File: src/rtl/core/ebpf_ie_ram.sv
module ebpf_ie_ram #(
  parameter int unsigned Width = 8,
  parameter int unsigned Depth = 16
) (
  input  logic                     clk_i,
  input  logic                     we_i,
  input  logic [$clog2(Depth)-1:0] waddr_i,
  input  logic [Width-1:0]         wdata_i,
  input  logic [$clog2(Depth)-1:0] raddr_i,
  output logic [Width-1:0]         rdata_o
);

  logic [Width-1:0] mem_q [Depth];

  always_ff @(posedge clk_i) begin
    if (we_i) begin
      mem_q[waddr_i] <= wdata_i;
    end
    rdata_o <= mem_q[raddr_i];
  end

endmodule

File: config.mk
export PLATFORM = sky130hd
export DESIGN_NAME = ebpf_ie_ram
export DESIGN_NICKNAME = d
export VERILOG_FILES = /design/src/rtl/core/ebpf_ie_ram.sv
export SDC_FILE = /design/constraint.sdc
export NUM_CORES = 1
export LEC_CHECK = 0
export BUFFER_PORTS_ARGS = -buffer_cell sky130_fd_sc_hd__buf_2
export CORE_UTILIZATION = 35
export CTS_CLUSTER_DIAMETER = 200
export CTS_CLUSTER_SIZE = 14
export DETAILED_ROUTE_END_ITERATION = 10
export PLACE_DENSITY = 0.56
export SLEW_MARGIN = 10
export SYNTH_ARGS = -nofsm -noshare
export SYNTH_HDL_FRONTEND = slang
export SYNTH_SLANG_ARGS = --single-unit
File: constraint.sdc
create_clock -name clk_i -period 2 [get_ports clk_i]
set_clock_uncertainty 0.05 [all_clocks]
set_input_delay 0.2 -clock clk_i [delete_from_list [all_inputs] [get_ports clk_i]]
set_output_delay 0.2 -clock clk_i [all_outputs]
set_load 0.02 [all_outputs]
## Word level (Yosys, flattened, before mapping)

Memory sizes are Yosys's and may differ from the RTL's. A register that Yosys moved wholly into a read port is not among the register bits.
Index checks and enable logic that the tools add are counted.
W data, S select, Z words.

| storage, ports and cells | value |
|---|---|
| register bits | 0 |
| bits in latches | 0 |
| memory bits (writable) | 128 |
| bits in read-only memories | 0 |
| input port bits | 18 |
| output and inout bits | 8 |
| word-level logic and storage cells | 3 |
| memories kept | 1 |

| cells by class | value |
|---|---|
| add/subtract/negate cells | 0 |
| $mul | 0 |
| divide/modulo/power cells | 0 |
| magnitude comparators | 0 |
| equality and inequality tests | 0 |
| shifts and indexed selects | 0 |
| mux-type cells | 2 |
| bitwise operators | 0 |
| reduce and logical (&&, ||, !) cells | 0 |

Memories:

| name | depth | bits a word | rd ports | clocked after memory_dff | wr ports | RTL line | text |
|---|---|---|---|---|---|---|---|
| mem_q | 16 | 8 | 1 | 1 | 1 | 13 | `logic [Width-1:0] mem_q [Depth];` |

Operators by type and width:

| cell | number |
|---|---|
| $mux W1 | 2 |

## Depth between registers and ports, before layout

| depth | value |
|---|---|
| depth after elaboration | 2 |
| mapped depth | 5 |
| depth with buffers taken out | 3 |

## Worst setup path after synthesis

OpenSTA, ideal clock, no wires.

| path | value |
|---|---|
| path type | input-to-reg |
| start | input port waddr_i[2] |
| end | memory mem_q[0][0] (enable) |
| library setup time | 0.383 ns |
| arrival | 1.310 ns |
| required time | 1.567 ns |
| slack | 0.257 ns |
| cell stages on the path | 2 |
| buffers on the path | 0 |
| cell sequence | or3b_2 > nor3_1 |

RTL lines:

| element | RTL line | text |
|---|---|---|
| start: declaration | 7 | `input logic [$clog2(Depth)-1:0] waddr_i,` |
| end: declaration | 13 |  |

Straight into the memory's write port.

==> results.md <==
* Final Max Tran Viols at 0
* Cts-stage hold buffer count at 0
* Number of antenna repair diodes at 0
* Maximum number of pins on one net before global-route repair at 33
* Top post-synthesis cells by count: edfxtp_1, mux4_2, a22oi_1
* Biggest area contributors in the synthesized netlist: edfxtp_1, mux4_2, mux4_1
* TritonCTS clock tree: yes
* Unrepaired setup endpoints after global routing: false
* Slack of the critical path at 588 ps
* Congestion Overflow GR at 0
* Routed length per instance at 20.7 um
* Detail Placement HPWL at 6230 um
* Peak fanout along the critical path at 1
* Leakage power summed over all cells at 0.00209 uW
* Worst path slowest cell: mux4_1
* Worst stage delay on the critical path at 540 ps
* Initial Util at 36.5%
* Total standard cell area after synthesis at 0.00515 mm2
* Synthesis Warnings at 0
* Vias in the first global route at 2,601
* Number of cells produced by synthesis at 229
* Core Area at 0.0141 mm2
* CTS Root Buffer Type: clkbuf_16
* Clk sinks at 136
* Max VDD drop at 0.981 mV
* Iteration-0 DRC Markers at 212
* Cell-by-cell trace of the critical path: mux4_1, a22oi_1, nand2_1
* Post-synth top area share at 74.7%
* Share of the core filled with cells at 43.7%
* DIE HEIGHT at 123 um
* Summed negative setup slack over all endpoints at 0 ps
* FFs w/ async S/R, synth at 0%
* Die Outline Area at 0.0152 mm2
* Type of the worst setup path: flip-flop to flip-flop
* Arrival time of the worst setup path at 1650 ps
* H-Tree Level Count at 4
* Critical Path End Type: flip-flop
* Area Growth Syn to Fin at 19.6%
* EDFF count, synth at 128
* Number of placement rows at 43
* Power density cells at 1050 mW/mm2
* Detailed-routing iteration count for the pre-antenna-repair pass at 4
* Routed Antenna Nets at 0
* Number of buffers inserted by post-CTS setup repair at 0
* Clock latency reported for the late side of the worst-skew pair at 410 ps
* Most used standard cell by instance count after synthesis: edfxtp_1
* Width of the die at 123 um
* Total Power at 6450 uW
* Antenna violations before repair at 0
* Worst path top cell family by delay: multiplexers
* Crit share post-route at 70.6%
* CP startpoint kind: flip-flop
* Pre-CTS worst setup slack at 255 ps
* Number of hold violations in the final report at 0
* Buffer levels on the longest clock path at 2
* Part of the Yosys area used for sequential elements at 77.8%
* Ys flop type: edfxtp_1
* Post-layout min period at 1410 ps
* Total Routing Usage GR at 15.1%
* Total number of vias at 2,457
* Actual transition at the worst max-transition pin at 453 ps
* Share of cells above drive strength 1 at 32.0%
* MaxCap Viol Count at 0
* Count of final setup violators at 0
* Average instance area after synthesis at 22.5 um2
* Hold/Removal Path Class: input pin to flip-flop
* Number of nets produced by synthesis at 247
* Count of instances resized after the clock tree is built at 0
* # port buffers at 25
* Highest clock frequency the design can meet at 0.708 GHz
* Worst EP required at 2240 ps
* Number of buffers added by the clock tree synthesis step at 17
* Synth cell types at 19
* I/O pin cnt at 26
* Via-to-Cell Ratio at 5.15
* Cell taking the most area after synthesis: edfxtp_1
* Total Routed Length at 9870 um
* Synthesis-stage register bit count at 136
* Global-route wire length before repair at 15,500 um
* Register clock-pin slew on the reported worst setup and hold paths at 60 ps
* Count of nets after finishing at 302
* Gpl congestion at 0.691
* Outcome: completed
* Remaining routing DRC violations at 0
* WP buf/inv at 0
* Relative slew margins at 69.8%
-- cells in the final DEF (no fill, tap or decap) --
cell / instances
edfxtp_1: 128
buf_2: 25
buf_4: 19
mux4_2: 18
clkbuf_16: 17
a22oi_1: 16
mux4_1: 14
nor2_1: 13
nand2_1: 9
dfxtp_1: 8
clkinv_2: 6
nor3_1: 4
clkinvlp_4: 3
nand3b_1: 2
nand2b_1: 2
bufinv_16: 2
clkinv_4: 2
buf_12: 2
nor2b_1: 1
and2_1: 1
and2b_1: 1
nand3_1: 1
or3b_2: 1
clkbuf_1: 1
clkinv_1: 1
-- report_power, final --
part           internal (uW)  switching [uW]  leakage [uW]
Clock                   1810            1110      0.000273
Sequential              3190            15.8       0.00122
Combinational            131             189      0.000590
-- final timing paths --
path / from / end / slack, ps / cells after the start
min reg2reg: mem_q[15][3] / rdata_o[3] / 620 / 3
min: wdata_i[5] / mem_q[4][5] / 130 / 1
max: mem_q[6][2] / rdata_o[2] / 590 / 3
max reg2reg: mem_q[6][2] / rdata_o[2] / 590 / 3
-- metal layers --
metal	share of wire, %	vias up	GRT usage, %
li1	-	1087	-
met1	46	1293	19.9
met2	47	66	23.1
met3	5.0	11	5.07
met4	1.4	0	5.87
met5	0	-	0
-- logic make-up after synthesis --
| logic type | synth area share [%] |
|---|---|
| simple gates | 3.18 |
| flops | 77.8 |
| mux | 15.0 |
| compound gates | 2.33 |
| buf+inv | 1.68 |
-- metrics by stage --
step / std cells / cell area, um2 / hold WS, ps
after CTS: 477 / 6160 / 116
final: 477 / 6160 / 129
after global placement: 445 / 5590 / 540
after global routing: 477 / 6160 / 123
after floorplan: 229 / 5150 / 249
after detailed placement: 445 / 5590 / 552
-- layout make-up --
class                      count  area [um2]
clock inverter                14         134
sequential                   136        4000
tap                          180         225
multi-input combinational     83        1060
clock buffer                  18         429
fill                        1228        7940
timing repair buffer          46         308
-- flip-flops by register name (all words and copies together), names as in the netlist --
signal   count
rdata_o      8
mem_q      128
-- worst register-to-register path, delay by kind of cell, from the launching register on --
family	cells	cell delay, ps
compound gates	1	230
simple gates	1	100
mux	1	540
flops	1	370
No activity file was read; power rests on OpenSTA's default activity.
